--- src/hw/rtl/lrut_pkg.sv ---
// ----------------------------------------------------------------------------
// lrut_pkg
// Shared types and constants of the timestamp-ordered replacement table.
// ----------------------------------------------------------------------------
package lrut_pkg;

   localparam int ENTRIES_DEFAULT = 8;
   localparam int VALUE_W         = 32;
   localparam int AGE_W           = 32;
   localparam int KIND_W          = 2;

   typedef enum logic [KIND_W-1:0] {
      KIND_INSERT = 2'd0,
      KIND_REMOVE = 2'd1,
      KIND_DUMP   = 2'd2
   } kind_type;

   typedef enum logic [1:0] {
      ST_IDLE,
      ST_SCAN,
      ST_DRAIN,
      ST_COMMIT
   } state_type;

   typedef struct packed {
      logic start;
      logic scan_init;
      logic scan_step;
      logic commit_insert;
      logic commit_remove;
      logic commit_dump;
   } cmd_type;

   typedef struct packed {
      logic     scan_last;
      logic     dump_last;
      logic     out_free;
      kind_type kind;
   } sts_type;

endpackage

--- src/hw/rtl/lrut_ctrl.sv ---
// ----------------------------------------------------------------------------
// lrut_ctrl
// Sequencer: accepts a transaction, runs the slot scans and commits results.
// ----------------------------------------------------------------------------
module lrut_ctrl import lrut_pkg::*; (
   input  logic                clock,
   input  logic                reset,
   input  logic                req_tvalid,
   input  logic [KIND_W-1:0]   req_tuser,
   output logic                req_tready,
   input  sts_type             sts,
   output cmd_type             cmd
);

   state_type state_ff;
   state_type state_in;
   logic      accept;
   logic      kind_ok;

   assign kind_ok = (req_tuser == KIND_INSERT) || (req_tuser == KIND_REMOVE) ||
                    (req_tuser == KIND_DUMP);
   assign accept  = req_tvalid && (state_ff == ST_IDLE);

   always_comb begin
      state_in = state_ff;
      unique case (state_ff)
         ST_IDLE: begin
            if (accept && kind_ok) begin
               state_in = ST_SCAN;
            end
         end
         ST_SCAN: begin
            if (sts.scan_last) begin
               state_in = ST_DRAIN;
            end
         end
         ST_DRAIN: begin
            state_in = ST_COMMIT;
         end
         ST_COMMIT: begin
            unique case (sts.kind)
               KIND_INSERT: state_in = ST_IDLE;
               KIND_REMOVE: begin
                  if (sts.out_free) begin
                     state_in = ST_IDLE;
                  end
               end
               KIND_DUMP: begin
                  if (sts.out_free) begin
                     state_in = sts.dump_last ? ST_IDLE : ST_SCAN;
                  end
               end
               default: state_in = ST_IDLE;
            endcase
         end
         default: state_in = ST_IDLE;
      endcase
   end

   always_comb begin
      cmd        = '0;
      req_tready = 1'b0;
      unique case (state_ff)
         ST_IDLE: begin
            req_tready = 1'b1;
            if (accept && kind_ok) begin
               cmd.start     = 1'b1;
               cmd.scan_init = 1'b1;
            end
         end
         ST_SCAN: begin
            cmd.scan_step = 1'b1;
         end
         ST_DRAIN: begin
         end
         ST_COMMIT: begin
            unique case (sts.kind)
               KIND_INSERT: cmd.commit_insert = 1'b1;
               KIND_REMOVE: cmd.commit_remove = sts.out_free;
               KIND_DUMP: begin
                  cmd.commit_dump = sts.out_free;
                  cmd.scan_init   = sts.out_free && !sts.dump_last;
               end
               default: begin
               end
            endcase
         end
         default: begin
         end
      endcase
   end

   always_ff @(posedge clock) begin
      if (reset) begin
         state_ff <= ST_IDLE;
      end else begin
         state_ff <= state_in;
      end
   end

endmodule

--- src/hw/rtl/lrut_dpath.sv ---
// ----------------------------------------------------------------------------
// lrut_dpath
// Slot storage, sequential minimum search, use counter and result register.
// ----------------------------------------------------------------------------
module lrut_dpath import lrut_pkg::*; #(
   parameter int ENTRIES = ENTRIES_DEFAULT
) (
   input  logic                clock,
   input  logic                reset,
   input  logic [VALUE_W-1:0]  req_tdata,
   input  logic [KIND_W-1:0]   req_tuser,
   output logic                rsp_tvalid,
   input  logic                rsp_tready,
   output logic [VALUE_W-1:0]  rsp_tdata,
   output logic                rsp_tlast,
   input  cmd_type             cmd,
   output sts_type             sts
);

   localparam int IW = $clog2(ENTRIES);
   localparam int KW = AGE_W + IW;

   logic [AGE_W-1:0]   age_mem [ENTRIES];
   logic [VALUE_W-1:0] val_mem [ENTRIES];

   kind_type           kind_ff;
   logic [VALUE_W-1:0] value_ff;
   logic [AGE_W-1:0]   counter_ff, counter_in;
   logic [IW-1:0]      cnt_ff, cnt_in;
   logic [IW-1:0]      dump_cnt_ff, dump_cnt_in;
   logic               rd_valid_ff;
   logic [IW-1:0]      rd_idx_ff;
   logic [AGE_W-1:0]   rd_age_ff;
   logic [VALUE_W-1:0] rd_val_ff;
   logic               rd_ok_ff;
   logic [ENTRIES-1:0] valid_ff, valid_in;
   logic               found_ff, found_in;
   logic [KW-1:0]      best_key_ff, best_key_in;
   logic [VALUE_W-1:0] best_val_ff, best_val_in;
   logic               has_prev_ff, has_prev_in;
   logic [KW-1:0]      prev_key_ff, prev_key_in;
   logic               rsp_valid_ff, rsp_valid_in;
   logic [VALUE_W-1:0] rsp_data_ff, rsp_data_in;
   logic               rsp_last_ff, rsp_last_in;

   logic [KW-1:0]      cand_key;
   logic [VALUE_W-1:0] cand_val;
   logic               eligible;
   logic [IW-1:0]      best_idx;
   logic [AGE_W-1:0]   new_age;

   assign best_idx = best_key_ff[IW-1:0];
   assign new_age  = (counter_ff == '1) ? counter_ff : counter_ff + AGE_W'(1);
   assign cand_key = {(rd_ok_ff ? rd_age_ff : '0), rd_idx_ff};
   assign cand_val = rd_ok_ff ? rd_val_ff : '0;
   assign eligible = !has_prev_ff || (cand_key > prev_key_ff);

   always_comb begin
      counter_in   = counter_ff;
      cnt_in       = cnt_ff;
      dump_cnt_in  = dump_cnt_ff;
      valid_in     = valid_ff;
      found_in     = found_ff;
      best_key_in  = best_key_ff;
      best_val_in  = best_val_ff;
      has_prev_in  = has_prev_ff;
      prev_key_in  = prev_key_ff;
      rsp_valid_in = rsp_tready ? 1'b0 : rsp_valid_ff;
      rsp_data_in  = rsp_data_ff;
      rsp_last_in  = rsp_last_ff;

      if (rd_valid_ff && eligible && (!found_ff || (cand_key < best_key_ff))) begin
         found_in    = 1'b1;
         best_key_in = cand_key;
         best_val_in = cand_val;
      end
      if (cmd.scan_step) begin
         cnt_in = cnt_ff + IW'(1);
      end
      if (cmd.scan_init) begin
         cnt_in   = '0;
         found_in = 1'b0;
      end
      if (cmd.start) begin
         has_prev_in = 1'b0;
         dump_cnt_in = '0;
      end
      if (cmd.commit_insert) begin
         counter_in         = new_age;
         valid_in[best_idx] = 1'b1;
      end
      if (cmd.commit_remove) begin
         valid_in[best_idx] = 1'b0;
         rsp_valid_in       = 1'b1;
         rsp_data_in        = best_val_ff;
         rsp_last_in        = 1'b1;
      end
      if (cmd.commit_dump) begin
         rsp_valid_in = 1'b1;
         rsp_data_in  = best_val_ff;
         rsp_last_in  = sts.dump_last;
         has_prev_in  = 1'b1;
         prev_key_in  = best_key_ff;
         dump_cnt_in  = dump_cnt_ff + IW'(1);
      end
   end

   always_ff @(posedge clock) begin
      if (cmd.scan_step) begin
         rd_age_ff <= age_mem[cnt_ff];
         rd_val_ff <= val_mem[cnt_ff];
      end
      if (cmd.commit_insert) begin
         age_mem[best_idx] <= new_age;
         val_mem[best_idx] <= value_ff;
      end
   end

   always_ff @(posedge clock) begin
      if (reset) begin
         counter_ff   <= '0;
         cnt_ff       <= '0;
         dump_cnt_ff  <= '0;
         rd_valid_ff  <= 1'b0;
         valid_ff     <= '0;
         found_ff     <= 1'b0;
         has_prev_ff  <= 1'b0;
         rsp_valid_ff <= 1'b0;
      end else begin
         counter_ff   <= counter_in;
         cnt_ff       <= cnt_in;
         dump_cnt_ff  <= dump_cnt_in;
         rd_valid_ff  <= cmd.scan_step;
         valid_ff     <= valid_in;
         found_ff     <= found_in;
         has_prev_ff  <= has_prev_in;
         rsp_valid_ff <= rsp_valid_in;
      end
   end

   always_ff @(posedge clock) begin
      if (cmd.start) begin
         kind_ff  <= kind_type'(req_tuser);
         value_ff <= req_tdata;
      end
      if (cmd.scan_step) begin
         rd_idx_ff <= cnt_ff;
         rd_ok_ff  <= valid_ff[cnt_ff];
      end
      best_key_ff <= best_key_in;
      best_val_ff <= best_val_in;
      prev_key_ff <= prev_key_in;
      rsp_data_ff <= rsp_data_in;
      rsp_last_ff <= rsp_last_in;
   end

   assign sts.scan_last = (cnt_ff == IW'(ENTRIES - 1));
   assign sts.dump_last = (dump_cnt_ff == IW'(ENTRIES - 1));
   assign sts.out_free  = !rsp_valid_ff || rsp_tready;
   assign sts.kind      = kind_ff;

   assign rsp_tvalid = rsp_valid_ff;
   assign rsp_tdata  = rsp_data_ff;
   assign rsp_tlast  = rsp_last_ff;

endmodule

--- src/hw/rtl/lru_table_timestamp.sv ---
// ----------------------------------------------------------------------------
// lru_table_timestamp
// Table of values replaced in order of their age stamps.
// ----------------------------------------------------------------------------
// The request channel carries the operation in req_tuser and the value to
// insert in req_tdata. An insert writes the value into the slot with the
// smallest stamp and gives no result. A remove returns the oldest value with
// rsp_tlast set and empties that slot. A dump returns all ENTRIES slots from
// oldest to newest, empty slots as zero, with rsp_tlast on the final one.
// Operation code 3 is accepted and ignored.
// Every search reads the slot memory one entry per cycle in the scan state,
// then passes through the drain and commit states. A dump runs one such
// search per result. req_tready is high only between transactions. A result
// waits in the output register while rsp_tready is low; the search in
// progress still completes, but a remove or dump commit holds until the
// register is free. Reset empties every slot and clears the use counter at
// once; no clearing pass follows.
// ----------------------------------------------------------------------------
module lru_table_timestamp import lrut_pkg::*; #(
   parameter int ENTRIES = ENTRIES_DEFAULT
) (
   input  logic                clock,
   input  logic                reset,
   input  logic                req_tvalid,
   output logic                req_tready,
   input  logic [VALUE_W-1:0]  req_tdata,  // value
   input  logic [KIND_W-1:0]   req_tuser,  // kind
   output logic                rsp_tvalid,
   input  logic                rsp_tready,
   output logic [VALUE_W-1:0]  rsp_tdata,  // value_res
   output logic                rsp_tlast
);

   cmd_type cmd;
   sts_type sts;

   lrut_ctrl u_ctrl (
      .clock      (clock),
      .reset      (reset),
      .req_tvalid (req_tvalid),
      .req_tuser  (req_tuser),
      .req_tready (req_tready),
      .sts        (sts),
      .cmd        (cmd)
   );

   lrut_dpath #(
      .ENTRIES (ENTRIES)
   ) u_dpath (
      .clock      (clock),
      .reset      (reset),
      .req_tdata  (req_tdata),
      .req_tuser  (req_tuser),
      .rsp_tvalid (rsp_tvalid),
      .rsp_tready (rsp_tready),
      .rsp_tdata  (rsp_tdata),
      .rsp_tlast  (rsp_tlast),
      .cmd        (cmd),
      .sts        (sts)
   );

endmodule

--- config.mk ---
export PLATFORM = sky130hd
export DESIGN_NAME = lru_table_timestamp
export DESIGN_NICKNAME = d
export VERILOG_FILES = /design/src/hw/rtl/lrut_pkg.sv /design/src/hw/rtl/lrut_ctrl.sv /design/src/hw/rtl/lrut_dpath.sv /design/src/hw/rtl/lru_table_timestamp.sv
export SDC_FILE = /design/constraint.sdc
export NUM_CORES = 1
export LEC_CHECK = 0
export ABC_AREA = 1
export BUFFER_PORTS_ARGS = -buffer_cell sky130_fd_sc_hd__clkbuf_2
export CORE_ASPECT_RATIO = 0.9
export CORE_MARGIN = 2
export CORE_UTILIZATION = 55
export DETAILED_ROUTE_END_ITERATION = 10
export PLACE_DENSITY_LB_ADDON = 0.12
export SYNTH_ARGS = -nofsm -noshare
export SYNTH_HDL_FRONTEND = slang
export SYNTH_SLANG_ARGS = --single-unit
export TNS_END_PERCENT = 30
--- constraint.sdc ---
create_clock -name clock -period 6.77 [get_ports clock]
set_clock_uncertainty 0.2 [all_clocks]
set_input_delay 0.677 -clock clock [delete_from_list [all_inputs] [get_ports clock]]
set_output_delay 0.677 -clock clock [all_outputs]
set_load 0.01 [all_outputs]
; ---- Word level (Yosys, flattened, before mapping)
; Memories as Yosys holds them, arrays and structs flattened. A register that Yosys moved wholly into a read port is not among the register bits.
; Index checks and enable logic that the tools add are counted.
[word_totals]
reg_bits = 225
ramBits = 512
in_bits = 38
out_inout_bits = 35
wordCells = 106
n_memories = 2
[op_classes]
add_sub_neg = 3
n_lt_le_gt_ge = 5
eq_ne = 14
muxes = 38
bitwise = 3
reduce_logical = 23
[mem_list]
columns = name, depth, word_bits, rd, rd_ports_with_merged_regs, wr, line_no
row1 = u_dpath.age_mem, 8, 32, 1, 1, 1, lrut_dpath.sv:23  ; logic [AGE_W-1:0] age_mem [ENTRIES];
row2 = u_dpath.val_mem, 8, 32, 1, 1, 1, lrut_dpath.sv:24  ; logic [VALUE_W-1:0] val_mem [ENTRIES];
[op_table]
columns = cell, count
row1 = 32-bit two-way mux, 4
row2 = 35-bit greater-than comparator, 1
row3 = 35-bit < comparator, 1
row4 = "32-bit by 1-bit adder with 32-bit output, second input constant", 1
row5 = "32-bit equality test, second input constant", 1
row6 = 1-bit two-way mux, 19
row7 = 8-bit two-way mux, 2
row8 = 2-bit two-way mux, 5
row9 = 3-bit two-way mux, 3
row10 = 8-bit AND, 1
row11 = "2-bit equality test, second input constant", 4
row12 = "3-bit by 4-bit < comparator with 1-bit output, second input constant", 2
row13 = 8-bit inverter, 1
row14 = 8-bit OR, 1
row15 = 2-bit one-hot mux with 4 select lines, 1
row16 = "3-bit by 1-bit adder with 3-bit output, second input constant", 2
row17 = "2-bit by 1-bit equality test with 1-bit output, second input constant", 3
row18 = "3-bit equality test, second input constant", 2
row19 = 1-bit logical AND, 6
row20 = 2-bit zero test, 3
row21 = "3-bit by 2-bit inequality test with 1-bit output, second input constant", 2
row22 = 1-bit logical OR, 5
row23 = 1-bit zero test, 4
row24 = "2-bit inequality test, second input constant", 2
row25 = 9 further kinds, 10

; ---- Longest topological paths before layout
; Gate-level depths: netlist of the first run.
[depth]
word_depth = 8
depth_mapped = 18
depth_no_buf = 17

; ---- Cells and area by module
; Synthesis of the first run repeated with hierarchy kept, for this count alone.
[hier_totals]
hier_cells = 2608
area_unflattened_um2 = 32297.2
[by_module_without_submodules]
columns = module, n_inst, cells_each, area_each_um2, seq_area_each_um2
row1 = lrut_dpath, 1, 2562, 32024.5, 23492.5
row2 = lrut_ctrl, 1, 46, 272.8, 40.0

; ---- Worst setup path before layout of the first run
; OpenSTA, ideal clock, no wires.
[synth_timing]
path_kind = reg2reg
startpoint = register u_dpath.rd_ok_ff
endpoint = register u_dpath.best_key_ff[0] (enable)
setup_ns = 0.514
arrival_ns = 5.208
required_ns = 6.056
setup_slack_ns = 0.848
stages_incl_launch_ff = 16
n_path_buf = 2
period_less_slack_ns = 5.922
cell_sequence = edfxtp_1 -> buf_2 -> buf_1 -> nand2_1 -> inv_1 -> ha_1 -> nand2_1 -> nor2_1 -> nand4_1 -> nor3_1 -> nand3_1 -> nand3_1 -> nand2_1 -> nand2_1 -> nand2_1 -> a21oi_1
[synth_via]
elab_chain_cells = 5
elab_cells_between_ends = 7
cone_classes = order compare (2) / mux (1) / reduce/logical (4)
[synth_lines]
columns = element, line_no
row1 = from (decl), lrut_dpath.sv:35  ; logic rd_ok_ff;
row2 = from (signal assigned), lrut_dpath.sv:148  ; rd_ok_ff <= valid_ff[cnt_ff];
row3 = 32-bit two-way mux *, lrut_dpath.sv:54  ; assign cand_key = {(rd_ok_ff ? rd_age_ff : '0), rd_idx_ff};
row4 = via u_dpath.cand_key[18], lrut_dpath.sv:46  ; logic [KW-1:0] cand_key;
row5 = 35-bit greater-than comparator, lrut_dpath.sv:56  ; assign eligible = !has_prev_ff || (cand_key > prev_key_ff);
row6 = 1-bit logical OR, lrut_dpath.sv:56
row7 = 1-bit logical AND, lrut_dpath.sv:72  ; if (rd_valid_ff && eligible && (!found_ff || (cand_key < best_key_ff))) begin
row8 = 1-bit logical AND *, lrut_dpath.sv:72
row9 = to (signal assigned), lrut_dpath.sv:150  ; best_key_ff <= best_key_in;
row10 = to (decl), lrut_dpath.sv:38  ; logic [KW-1:0] best_key_ff, best_key_in;
; Mark *: on every way through the listed nets, which the timed path passes. The rest lies on a longest branch.
; A chain may end at the register's enable or synchronous reset.

; ---- Worst setup path in the final report of the first run
[layout_timing]
startpoint = register u_dpath.rd_ok_ff
endpoint = register u_dpath.best_val_ff[6] (enable)
[layout_via]
elab_chain_cells = 5
elab_cells_between_ends = 7
cone_classes = order compare (2) / mux (1) / reduce/logical (4)
[layout_lines]
columns = element, line_no
row1 = 32-bit two-way mux *, lrut_dpath.sv:54
row2 = via u_dpath.cand_key[18], lrut_dpath.sv:46
row3 = 35-bit greater-than comparator, lrut_dpath.sv:56
row4 = 1-bit logical OR, lrut_dpath.sv:56
row5 = 1-bit logical AND, lrut_dpath.sv:72
row6 = 1-bit logical AND *, lrut_dpath.sv:72
row7 = to (signal assigned), lrut_dpath.sv:151  ; best_val_ff <= best_val_in;
row8 = to (decl), lrut_dpath.sv:39  ; logic [VALUE_W-1:0] best_val_ff, best_val_in;
; Marked as above.

==> results of run 1 <==
==> synthesized netlist by cell type (2+ instances only) <==
master,number
sky130_fd_sc_hd__edfxtp_1,749
sky130_fd_sc_hd__nor2_1,537
sky130_fd_sc_hd__o21ai_0,296
sky130_fd_sc_hd__inv_1,222
sky130_fd_sc_hd__nand2_1,186
sky130_fd_sc_hd__clkbuf_1,95
sky130_fd_sc_hd__ha_1,75
sky130_fd_sc_hd__o22ai_1,73
sky130_fd_sc_hd__a31oi_1,68
sky130_fd_sc_hd__a21oi_1,63
sky130_fd_sc_hd__dfxtp_1,52
sky130_fd_sc_hd__nand3_1,35
sky130_fd_sc_hd__nand4_1,20
sky130_fd_sc_hd__nor3_1,20
sky130_fd_sc_hd__o21ai_1,13
sky130_fd_sc_hd__buf_1,12
sky130_fd_sc_hd__buf_2,10
sky130_fd_sc_hd__xor2_1,9
sky130_fd_sc_hd__inv_2,6
sky130_fd_sc_hd__or2_2,6
sky130_fd_sc_hd__nand3_2,5
sky130_fd_sc_hd__nor3_2,4
sky130_fd_sc_hd__nor4_1,4
sky130_fd_sc_hd__a211oi_2,3
sky130_fd_sc_hd__buf_4,3
sky130_fd_sc_hd__nand2_2,3
sky130_fd_sc_hd__o211ai_1,3
sky130_fd_sc_hd__or2_1,3
sky130_fd_sc_hd__a211oi_1,2
sky130_fd_sc_hd__and3_1,2
sky130_fd_sc_hd__nand2_4,2
sky130_fd_sc_hd__nand3b_1,2
sky130_fd_sc_hd__nor2_2,2
sky130_fd_sc_hd__nor2_4,2
sky130_fd_sc_hd__nor3_4,2
sky130_fd_sc_hd__xnor2_1,2
==> cell type report <==
class                      count  share of cell area, %
multi-input combinational   1450                  20.84
tap                          774                  2.701
sequential                   801                  65.65
clock inverter                40                 0.7189
inverter                     230                  2.446
timing repair buffer         109                  1.898
clock buffer                 101                  5.744
==> worst max-delay path by stage <==
| stage | startpoint | cells after the start | end |
|---|---|---|---|
| after global routing | u_dpath.rd_ok_ff | 15 | u_dpath.best_val_ff[6] |
| after global placement | u_dpath.rd_ok_ff | 15 | u_dpath.best_val_ff[6] |
| after detailed placement | u_dpath.rd_ok_ff | 15 | u_dpath.best_val_ff[10] |
| after CTS | u_dpath.rd_ok_ff | 15 | u_dpath.best_val_ff[10] |
| after floorplan | u_dpath.rd_ok_ff | 15 | u_dpath.best_key_ff[0] |
| final | u_dpath.rd_ok_ff | 15 | u_dpath.best_val_ff[6] |
==> power by group <==
part / internal (mW) / total (mW) / switching (mW)
clock: 2.23 / 4.01 / 1.78
combinational: 0.406 / 1.46 / 1.06
sequential: 5.84 / 6.08 / 0.234
==> critical path: stages (launching register included) <==
cell and delay [ns]:
sky130_fd_sc_hd__edfxtp_1 0.41, sky130_fd_sc_hd__buf_4 0.56, sky130_fd_sc_hd__nand2_1 0.12, sky130_fd_sc_hd__inv_1 0.13, sky130_fd_sc_hd__ha_1 0.16, sky130_fd_sc_hd__nand2_1 0.07
sky130_fd_sc_hd__nor2_1 0.17, sky130_fd_sc_hd__nand4_1 0.17, sky130_fd_sc_hd__nor3_1 0.24, sky130_fd_sc_hd__nand3_1 0.10, sky130_fd_sc_hd__nand3_1 0.10, sky130_fd_sc_hd__nand2_1 0.06
sky130_fd_sc_hd__nand2_1 0.06, sky130_fd_sc_hd__nand2_1 0.10, sky130_fd_sc_hd__a21oi_4 0.38, sky130_fd_sc_hd__buf_4 0.70
==> stage by stage <==
step                      utilization [%]  std cells  area, sq um  hold WS (ns)
after floorplan                         -       2602        32250        0.2003
after global placement              57.48       3357        33470        0.2012
after detailed placement            57.48       3357        33470        0.2045
after CTS                           61.58       3505        35850     0.0006247
after global routing                61.58       3505        35850      0.003344
final                               61.58       3505        35850       0.03175
==> cell families (layout without fill, tap and decap cells) <==
group           count (synthesis)  in the layout  synth area share, %
buf+inv                       351            480                4.167
fa+ha+maj                      75             75                2.910
xor+xnor                       12             12               0.3492
compound gates                524            524                8.814
flops                         801            801                72.97
simple gates                  839            839                10.79
==> per-layer routing <==
layer  track usage (%)  part of all wire (%)  vias to the layer above
met2             36.27                    45                      609
met1             35.40                    46                     9553
met4             6.070                   2.0                        2
met3             5.002                   7.3                      109
met5                 0                 0.018                        -
li1                  -                     -                     9317
==> flip-flops by register name, summed over array words and instances, names as in the netlist, 8 cells and up <==
register and flops:
u_dpath.age_mem 256, u_dpath.best_key_ff 35, u_dpath.best_val_ff 32, u_dpath.counter_ff 32, u_dpath.prev_key_ff 35, u_dpath.rd_age_ff 32, u_dpath.rd_val_ff 32, u_dpath.rsp_tdata 32
u_dpath.val_mem 256, u_dpath.valid_ff 8, u_dpath.value_ff 32
==> repair_timing <==
item | CTS | global route
hold buffers | 7 | 0
setup buffers | 0 | 0
hold endpoints to repair | 7 | 0
==> results.txt, run 1 <==
The run gives 7471 sq um as the multi-input logic area. The clock net in this run drives a total of 801 sinks. In this run the register-to-register setup slack is 2.62 ns.

Power spread over the standard cell area amounts to 322.3 nW/um^2. After global routing the overflow that remains totals 0. For this design the top-level I/O count stands at 73. By area the synthesized netlist is led by sky130_fd_sc_hd__edfxtp_1 (70%), sky130_fd_sc_hd__nor2_1 (6.3%), sky130_fd_sc_hd__o21ai_0 (4.6%). The run gives 0.62 ns as the clock latency of the later-clocked register in the worst-skew pair. In this run the standard cell core region covers 58,230 sq um. The detailed placer's ending HPWL is 42.61 mm, and the pin count of the biggest net entering global routing is 142.

After layout, the worst path uses 61.28% of the clock period. For the yosys synthesis warning count, the log shows 0. Global routing consumed, over all layers together, 23.85% of the routing resources. Critical register-to-register path endpoint: u_dpath.best_val_ff[6]. Fill cells in the final layout number 4,506. Number of buffers inserted by port buffering: 72. Clock-pin slew of the registers on the worst-case setup and hold paths: 0.06 ns. TritonCTS built the clock tree.

The most common cell after layout, fill and taps aside is sky130_fd_sc_hd__edfxtp_1. The synthesized design spends more area on one cell type than any other, namely sky130_fd_sc_hd__edfxtp_1. Prior to clock tree synthesis, the placed netlist has a worst setup slack of 2.627 ns. The tools report the total via count after detailed routing as 19,590. Number of nets with antenna violations after detailed routing: 0.

The logs give 0.8722 for the placer congestion estimate and 2,715 for the number of nets in the synthesized netlist. The top cell type by area accounts for 69.74% of the synthesized area. The synthesized design contains 801 register bits. The startpoint kind of the worst setup timing path was a flop. The vertical die dimension is 233.7 um, and the H-tree depth is 3. Averaged over all synthesized cells, the footprint is 12.39 sq um. The min-delay analysis places its worst path in the category input pin to flop. The die is 259.3 um wide. The pre-antenna-repair detailed-routing pass consisted of 5 iterations. In the routed design, unresolved DRC markers number 0. The logs give 71.63 mm for the final wirelength and 241.0 MHz for the achievable clock frequency. The floorplan has 84 rows. For the post-synthesis instance area, the log shows 32,250 sq um.

Cells with a size suffix above 1 make up 9.557% of the layout. Setup repair after global routing left no endpoint under its margin. The startpoint identified for the worst register-to-register timing path is u_dpath.rd_ok_ff. The most used flip-flop cell after synthesis is sky130_fd_sc_hd__edfxtp_1.

The deepest clock path buffer count came out at 3. After the last flow step, the layout net total stands at 2,784. For the worst setup path, the data arrival time is 4.18 ns.

The number of global-route vias before repair came out at 18,690. The slack of the critical path is 2.621 ns, and the number of violations of the max-capacitance limit is 0. In this run the most critical hold path is launched from req_tdata[13]. The cell count after synthesis came out at 2,602. Summed over all failing endpoints, the final setup total negative slack is 0 ns. For the CTS buffer count, the log shows 79. The portion of the post-synthesis area used by sequential elements came out at 72.97%.

The number of antenna diodes in the final layout is 0. The initial antenna violation count came out at 4. The run gives 60,590 sq um as the floorplan die area.

In the final layout, flip-flops and latches occupy 23,540 sq um. Setup violations remaining at the end of the flow were counted as 0. The flow ran to the end, and the final reports show no timing, DRC or antenna violations.

The count of cells along the worst register-to-register path works out to 15. The worst hold path depth is 1, and the global-route wire length before repair is 109.2 mm. The highest net fanout along the worst path is 62. Summed over all cells, the static leakage comes to 13.04 nW.

The tools report the required time of the critical path as 6.80 ns. STA classifies the critical path endpoint as a flop. Number of different library cells in the post-synthesis netlist: 47.

The count of cells resized by post-cts repair is 0. By startpoint and endpoint, the worst setup path is classified as flop to flop. The initial utilization of the core area, before any placement, comes to 55.39%. The endpoint of the worst hold path is u_dpath.value_ff[13]. The fraction of registers with async set/reset was 0%; the largest vdd supply drop was 0.0002473 V. Counting flops with a built-in enable in the synthesized netlist gives 749. The detail-routed net length per standard cell was 20.44 um; the slew at the pin closest to its max-slew limit was 1.300 ns. The detailed router finished its first iteration with 1,923 violations.

The tree is rooted in a sky130_fd_sc_hd__clkbuf_16. Compared with the post-synthesis result, the final layout area differs by 11.17%. In the layout the commonest cells are sky130_fd_sc_hd__edfxtp_1 (749), sky130_fd_sc_hd__nor2_1 (528), sky130_fd_sc_hd__o21ai_0 (296). The final count of hold timing violations is 0.

Summing internal, switching and leakage power gives 11.56 mW. Headroom to the max-slew limit came out at 13.16%. In the routed layout, each cell is associated on average with a via count of 5.589.

The routed design could run at a clock period as short as 4.149 ns. The run gives 0 as the max-slew violation count.
(Power assumes the default switching activity.)
==> run 2: changes to the inputs <==
ABC_AREA = 0   (was 1)
clock period = 3.4 ns   (was 6.77 ns; I/O delays follow)
==> results.txt, run 2 <==
Sorting the synthesized cells by area gives the leading types as sky130_fd_sc_hd__edfxtp_1 (71%), sky130_fd_sc_hd__mux4_2 (9.3%), sky130_fd_sc_hd__dfxtp_1 (3.3%). Of all cell types, the one taking the most synthesized area is sky130_fd_sc_hd__edfxtp_1. The xor/xnor share of the synthesized area was 1.719% (+1.4 points); the buffer and inverter count on the worst path was 3 (unchanged). The total routing resource utilization after global routing came out at 21.48% (-2.4 points). The tools report the kind of capture point of the worst setup path as a flop. The layout cell share with drive strength beyond 1 was 25.21% (+16 points); the number of endpoints failing setup at the final stage was 0 (unchanged).

Utilization after layout: 63.87% (+2.3 points). The endpoint arrival time on the critical path is 3.33 ns (-0.85 ns). The largest vdd supply drop was 0.0005675 V (+130%); the relative area change from synthesis to final layout was 15.03%. The logs give 55.52% (+0.13 points) for the starting density of the core and 23.57 mW (+100%) for the total power draw. The tools report the static leakage as 12.15 nW (-6.9%). The top cell types in the final layout, fill and taps aside, are sky130_fd_sc_hd__edfxtp_1 (749), sky130_fd_sc_hd__mux4_2 (130), sky130_fd_sc_hd__inv_1 (82). The clock-pin slew of the registers on the worst-case setup and hold paths was 0.07 ns (about the same); the number of buffers inserted by port buffering was 72 (unchanged).

The flop-to-flop setup slack came out at 0.20 ns (-2.43 ns). The final critical-path share of the clock period is 94.24% (+33 points), and the delay contributed by the slowest stage of the critical path is 0.43 ns (-0.27 ns). Deepest clock path buffer count: 3 (unchanged).

TritonCTS built the clock tree. The number of standard cells in the layout, taps in and fillers out was 2,697 (-23%); the count of nets after finishing was 1,984 (-29%). The tools report the achievable clock frequency as 312.1 MHz (+29%). The detailed placer's ending HPWL is 35.93 mm (-16%), and the detail-routed net length per standard cell is 22.95 um (+12%). The floorplan die area came out at 59,390 sq um (-2.0%).

The run gives 1,800 (-34%) as the number of nets in the synthesized netlist. Clock tree synthesis selected as its root buffer the cell sky130_fd_sc_hd__clkbuf_16. The number of antenna diodes was 0 (unchanged). The placer congestion estimate is 0.8335 (-4.4%), and the adder-cell area share of the yosys netlist is 3.002% (+0.092 points). The vertical die dimension is 231.4 um (-1.0%). The leading cell type by number of instances after synthesis is sky130_fd_sc_hd__edfxtp_1.

The post-synthesis cell count was 1,687 (-35%). For the leftover overflow at the end of global routing, the log shows 0 (unchanged). The portion of the post-synthesis area used by sequential elements was 74.48% (+1.5 points); the total power divided by cell area was 648.5 nW/um^2 (+100%). The run gives 78 (-1.3%) as the CTS buffer count. The floorplan die width works out to 256.7 um (-1.0%).

For the pin count of the biggest net entering global routing, the log shows 66 (-54%). The initial antenna violation count is 1 (-3). The clock latency of the later-clocked register in the worst-skew pair came out at 0.64 ns (+0.02 ns). The cell count after placement is 2,519 (-25%), and the worst max-slew margin expressed relative to the limit is 47.32% (+34 points). The number of synthesized register bits is 801 (unchanged), and the post-synthesis instance area is 31,600 sq um (-2.0%). The shortest clock period the worst path allows after layout is 3.204 ns (-0.9446 ns), and the ratio of routed vias to standard cells is 5.709 (+2.1%). The final wirelength came out at 61.88 mm (-14%).

The share of the synthesized area in the top cell type was 71.18% (+1.4 points). The critical path's top delay family was compound AO/OA/AOI/OAI gates. The flow ran to the end, and the final reports show no timing, DRC or antenna violations.

The mean post-synth cell area works out to 18.73 sq um (+51%). The largest registers in the layout are u_dpath.age_mem: 256 flops, u_dpath.val_mem: 256 flops. Setup repair after global routing left no endpoint under its margin. Number of nets with antenna violations after detailed routing: 0 (unchanged).

The fraction of registers with async set/reset works out to 0% (unchanged). The tools report the count of fill cells added during filler insertion as 3,991 (-11%). The logs give 83 (-1.2%) for the number of placement rows and 5 (unchanged) for the detailed-router iteration count before antenna repair.

By count the netlist is led by sky130_fd_sc_hd__edfxtp_1 (749), sky130_fd_sc_hd__mux4_2 (130), sky130_fd_sc_hd__inv_1 (83), sky130_fd_sc_hd__ha_1 (75), sky130_fd_sc_hd__nor2_1 (73). The final count of hold timing violations is 0 (unchanged). The run gives 801 (unchanged) as the TritonCTS sink count. Slowest library cell on the worst path: sky130_fd_sc_hd__edfxtp_1. Top flip-flop cell by instance count after synthesis: sky130_fd_sc_hd__edfxtp_1.

The tools report the total via count after detailed routing as 15,400 (-21%). The boundary pin count came out at 73 (unchanged). The count of flip-flops with a built-in enable after synthesis was 749 (unchanged).

The logs give 63 (+34%) for the number of different library cells in the post-synthesis netlist and 3 (unchanged) for the H-tree depth. For the starting DRC count in detailed routing, the log shows 1,315 (-32%). For the max-slew violation count, the log shows 0 (unchanged).

The number of violations of the max-capacitance limit was 0 (unchanged). The logs give 0 (unchanged) for the yosys synthesis warning count and 15,940 (-15%) for the number of global-route vias before repair. The tightest min-delay check is of the input pin to flop type. The required time of the critical path came out at 3.52 ns (-3.28 ns).

Leaving out fill and tap cells, the most frequent cell in the layout is sky130_fd_sc_hd__edfxtp_1. The worst setup path is launched from a flop. The share of the synthesized area in compound gates (AO/OA/AOI/OAI) came out at 1.663% (-7.2 points). The global-route wire length before repair is 95.77 mm (-12%).

The signal on the critical path passes through buf_12, and2_1, ha_1, a21oi_1, o21ai_0, a211o_1, a31oi_1, o21ai_1, a22oi_2, buf_12, buf_12. The basic-gate share of the synthesized area counting and, or, nand and nor cells is 5.504% (-5.3 points). The run gives 0 (unchanged) as the total DRC errors in the routed layout. After synthesis, the largest family of logic cells by area is multiplexers.

Highest net fanout along the worst path: 45 (-27%). The multiplexer area fraction after synthesis is 11.71% (+12 points). Counting stages on the worst path, the most repeated cell is sky130_fd_sc_hd__buf_12.

The slew at the pin closest to its max-slew limit was 0.7845 ns (-0.5150 ns); the placeable core area was 56,910 sq um (-2.3%). The kind of critical path was flop to flop.
[run 2: cell count changes after synthesis, moves of 54 or more]
cell / previous run / this run
sky130_fd_sc_hd__and2_1: 0 / 69
sky130_fd_sc_hd__a31oi_1: 68 / 3
sky130_fd_sc_hd__o22ai_1: 73 / 7
sky130_fd_sc_hd__mux4_2: 0 / 130
sky130_fd_sc_hd__inv_1: 222 / 83
sky130_fd_sc_hd__nor2_1: 537 / 73
sky130_fd_sc_hd__clkbuf_1: 95 / 41
sky130_fd_sc_hd__o21ai_0: 296 / 18
sky130_fd_sc_hd__nand2_1: 186 / 52
sky130_fd_sc_hd__mux2_2: 0 / 66
[run 2: final cells by class]
cell class,instances,area (sq um),area share (%)
multi-input cells,740,7672,21.11
flip-flops and latches,801,23540,64.78
well taps,765,957.2,2.633
clock buffers,96,2029,5.584
clock inverters,45,430.4,1.184
inverters,83,311.5,0.8572
repair buffers,167,1401,3.856
[run 2: routing by layer]
metal  vias up  GRT usage [%]  share of wire [%]
met5         -              0                  0
met4         0          5.196                1.8
met3        94          3.576                5.1
met2       378          33.41                 47
met1      7953          32.27                 46
li1       6973              -                  -
[run 2: through the flow]
stage | hold slack [ns] | cell area [sq um] | TNS (ns) | worst slack, ns
2_1_floorplan | 0.2003 | 31790 | -367.02 | -0.9955
3_3_place_gp | 0.2028 | 33510 | 0 | 0.2124
3_5_place_dp | 0.2045 | 33510 | 0 | 0.1834
4_1_cts | 0.09750 | 36330 | 0 | 0.1275
5_1_grt | 0.1710 | 36350 | 0 | 0.03593
6_report | 0.1415 | 36350 | 0 | 0.1957
[run 2: path summary, 6_finish.rpt]
check	start	end	cells past startpoint
worst max-delay path	u_dpath.rd_ok_ff	u_dpath.best_val_ff[6]	11
worst min-delay path	req_tvalid	u_dpath.has_prev_ff	4
worst max register to register	u_dpath.rd_ok_ff	u_dpath.best_val_ff[6]	11
worst min register to register	u_dpath.best_val_ff[6]	u_dpath.rsp_tdata[6]	0
[run 2: what timing repair did]
action | CTS | global route
resized for setup | 0 | 1
buffers inserted | 0 | 1
hold buffers | 36 | 0
endpoints found under the setup margin | 0 | 59
endpoints found under the hold margin | 37 | 0
[run 2: cell families after synthesis]
kind of cell / Yosys count
xor gates and xnor gates: 62
adders and majority gates: 76
and+or+nand+nor: 317
muxes: 199
AOI/OAI and AO/OA: 86
buffers and inverters: 146
DFF: 801
[run 2: worst reg2reg max path, stage by stage, from the launching register on]
cell and delay [ns]:
sky130_fd_sc_hd__edfxtp_1 0.43, sky130_fd_sc_hd__buf_12 0.20, sky130_fd_sc_hd__and2_1 0.20, sky130_fd_sc_hd__ha_1 0.30, sky130_fd_sc_hd__a21oi_1 0.14, sky130_fd_sc_hd__o21ai_0 0.12
sky130_fd_sc_hd__a211o_1 0.30, sky130_fd_sc_hd__a31oi_1 0.24, sky130_fd_sc_hd__o21ai_1 0.13, sky130_fd_sc_hd__a22oi_2 0.23, sky130_fd_sc_hd__buf_12 0.22, sky130_fd_sc_hd__buf_12 0.19
[run 2: where the power goes]
group | total, mW | switching, mW | internal (mW)
combinational | 3.29 | 1.72 | 1.57
sequential | 12.0 | 0.373 | 11.7
clock | 8.25 | 3.65 | 4.60
total | 23.6 | 5.74 | 17.8
==> run 3: changes to the inputs <==
==> constraint.sdc (replaced) <==
create_clock -name clock -period 3.4 [get_ports clock]
set_clock_uncertainty 0.2 [all_clocks]
set_input_delay 0.17 -clock clock [delete_from_list [all_inputs] [get_ports clock]]
set_output_delay 0.17 -clock clock [all_outputs]
set_load 0.01 [all_outputs]
==> results.txt, run 3 (synthesis results as in run 2) <==
The flow ran to the end, and the final reports show no timing, DRC or antenna violations. The placeable core area is 56,910 sq um (unchanged). STA classifies the critical path startpoint as a flop. The initial antenna violation count is 2 (+1), and the floorplan die area is 59,390 sq um (unchanged). The sequential share of power came out at 49.8% (-1.2 points). Number of standard cells in the layout, taps in and fillers out: 2,708 (+0.41%). The post-placement worst setup slack was 0.1751 ns (-0.008332 ns); the pin count of the biggest net entering global routing was 71 (+7.6%).

The deepest clock path buffer count was 3 (unchanged). Clock tree synthesis selected as its root buffer the cell sky130_fd_sc_hd__clkbuf_16. The endpoint arrival time on the critical path was 3.39 ns (+0.06 ns); the cell count after placement was 2,520 (+0.040%). The achievable clock frequency is 310.2 MHz (-0.59%), and the count of nets after finishing is 1,989 (+0.25%). The final critical-path share of the clock period was 94.80% (+0.56 points); the met3 demand-to-capacity share in global routing was 4.232% (+0.66 points). The vertical die dimension was 231.4 um (unchanged); the total power draw was 24.16 mW (+2.5%). The flop-to-flop setup slack was 0.18 ns (-0.02 ns).

The final wirelength was 62.58 mm (+1.1%); the power share of the combinational group was 13.8% (-0.2 points). The detailed-router iteration count before antenna repair is 5 (unchanged). The slew at the pin closest to its max-slew limit came out at 0.7363 ns (-0.04824 ns).

The H-tree depth was 3 (unchanged); the floorplan die width was 256.7 um (unchanged). The logs give 12.26 nW (+0.96%) for the static leakage and 31.60% (-0.67 points) for the routing usage on met1. The routing layer with the top usage in global route is met2. The largest registers in the layout are u_dpath.age_mem: 256 flops, u_dpath.val_mem: 256 flops.

The delay contributed by the slowest stage of the critical path was 0.51 ns (+0.08 ns); the starting density of the core was 55.52% (unchanged). The signal on the critical path passes through buf_12, and2_1, ha_1, nand4_1, nor4_4, nand4_1, o21a_1, o211ai_1, a22oi_2, buf_12, buf_4. Setup repair after global routing left no endpoint under its margin. The largest vdd supply drop is 0.0004700 V (-17%).

The number of violations of the max-capacitance limit came out at 0 (unchanged). The number of buffers inserted by port buffering is 72 (unchanged), and the max-slew violation count is 0 (unchanged). Leaving out fill and tap cells, the most frequent cells in the layout are sky130_fd_sc_hd__edfxtp_1 (749), sky130_fd_sc_hd__mux4_2 (130), sky130_fd_sc_hd__inv_1 (82), sky130_fd_sc_hd__clkbuf_16 (82), sky130_fd_sc_hd__clkbuf_2 (72).

Grouping stages by cell kind, the critical path spends the most delay in simple AND/OR/NAND/NOR gates. TritonCTS built the clock tree. The detail-routed net length per standard cell was 23.11 um (+0.71%). Shortest clock period the worst path allows after layout: 3.223 ns (+0.01900 ns).

The global-route wire length before repair is 96.13 mm (+0.38%), and the clock-pin slew of the registers on the worst-case setup and hold paths is 0.06 ns (about the same). The tools report the worst max-slew margin expressed relative to the limit as 50.75% (+3.4 points). The highest net fanout along the worst path works out to 23 (-49%). The run gives 0 (unchanged) as the number of endpoints failing setup at the final stage.

STA classifies the critical path endpoint as a flop. The tools report the TritonCTS sink count as 801 (unchanged). The fraction of power spent switching nets was 23.76% (-0.59 points); the total DRC errors in the routed layout was 0 (unchanged). The boundary pin count came out at 73 (unchanged). The clock latency of the later-clocked register in the worst-skew pair came out at 0.63 ns (about the same).

Final count of hold timing violations: 0 (unchanged). For the CTS buffer count, the log shows 79 (+1.3%). Compared with the post-synthesis result, the final layout area differs by 15.67%. The ratio of routed vias to standard cells works out to 5.656 (-0.94%). The run gives 64.22% (+0.35 points) as the utilization after layout.

The layout cell share with drive strength beyond 1 works out to 25.49% (+0.28 points). For the reported net switching power, the log shows 5.740 mW (about the same). The kind of critical path was flop to flop. The worst hold path belongs to the class input pin to flop.

Slowest library cell on the worst path: sky130_fd_sc_hd__edfxtp_1. The detailed placer's ending HPWL is 35.69 mm (-0.68%). The worst hold slack after final layout is 0.05738 ns (-0.08415 ns).

The number of global-route vias before repair came out at 15,950 (+0.056%). Clock power share: 36.4% (+1.4 points). The placer congestion estimate was 0.8337 (about the same); the number of nets with antenna violations after detailed routing was 0 (unchanged). The tools report the total via count after detailed routing as 15,320 (-0.53%).

Leaving out fill and tap cells, the most frequent cell in the layout is sky130_fd_sc_hd__edfxtp_1. For the starting DRC count in detailed routing, the log shows 1,122 (-15%). The fraction of met2 tracks used by global routing was 34.32% (+0.91 points); the internal power component was 18.42 mW (+3.3%). The total power divided by cell area was 661.1 nW/um^2 (+1.9%); the required time of the critical path was 3.57 ns (+0.05 ns). The tools report the number of placement rows as 83 (unchanged). The buffer and inverter count on the worst path was 3 (unchanged). The slack of the critical path is 0.1767 ns (-0.01900 ns).

The tools report the leftover overflow at the end of global routing as 0 (unchanged). The run gives 21.71% (+0.23 points) as the total routing resource utilization after global routing.
-- run 3: final cells by class --
class,instances,area [sq um]
multi-input cells,740,7687
inverters,83,311.5
well taps,765,957.2
clock inverters,47,519.2
diodes,1,2.502
fillers,3966,20360
repair buffers,171,1416
clock buffers,100,2108
flip-flops and latches,801,23540
-- run 3: what timing repair did --
item                                    CTS  global route
hold endpoints to repair                 79             0
hold buffers                             38             0
setup buffers                             0             1
endpoints found under the setup margin    0            50
resized for setup                         0             3
-- run 3: worst reg2reg max path: stages, from the launching register on --
cell and delay, ns:
sky130_fd_sc_hd__edfxtp_1 0.51, sky130_fd_sc_hd__buf_12 0.22, sky130_fd_sc_hd__and2_1 0.18, sky130_fd_sc_hd__ha_1 0.30, sky130_fd_sc_hd__nand4_1 0.21, sky130_fd_sc_hd__nor4_4 0.36, sky130_fd_sc_hd__nand4_1 0.12, sky130_fd_sc_hd__o21a_1 0.22
sky130_fd_sc_hd__o211ai_1 0.12, sky130_fd_sc_hd__a22oi_2 0.15, sky130_fd_sc_hd__buf_12 0.18, sky130_fd_sc_hd__buf_4 0.19
-- run 3: final timing paths --
check | startpoint | end | depth (start not counted)
setup / recovery | u_dpath.rd_ok_ff | u_dpath.best_key_ff[1] | 11
hold / removal | req_tdata[30] | u_dpath.value_ff[30] | 2
setup reg to reg | u_dpath.rd_ok_ff | u_dpath.best_key_ff[1] | 11
hold reg to reg | u_dpath.best_val_ff[14] | u_dpath.rsp_tdata[14] | 0
-- run 3: through the flow --
| stage | cell area, sq um | TNS, ns |
|---|---|---|
| after global placement | 33480 | 0 |
| after global routing | 36540 | 0 |
| final | 36550 | 0 |
| after CTS | 36490 | 0 |
| after detailed placement | 33480 | 0 |
| after floorplan | 31790 | -367.02 |
-- run 3: per-layer routing --
layer  wire length (um)  share of wire, %
met1              28440                45
met2              29630                47
met3               3246               5.2
met4               1270               2.0
met5                  0                 0
-- run 3: power groups by stage --
stage               clock [mW]  sequential, mW  combinational [mW]
CTS                       8.97            12.0                3.36
global placement             0            12.2                3.24
finish                    8.79            12.0                3.33
global route              9.37            12.1                3.66
floorplan                    0            12.1                2.39
detailed placement           0            12.3                3.30
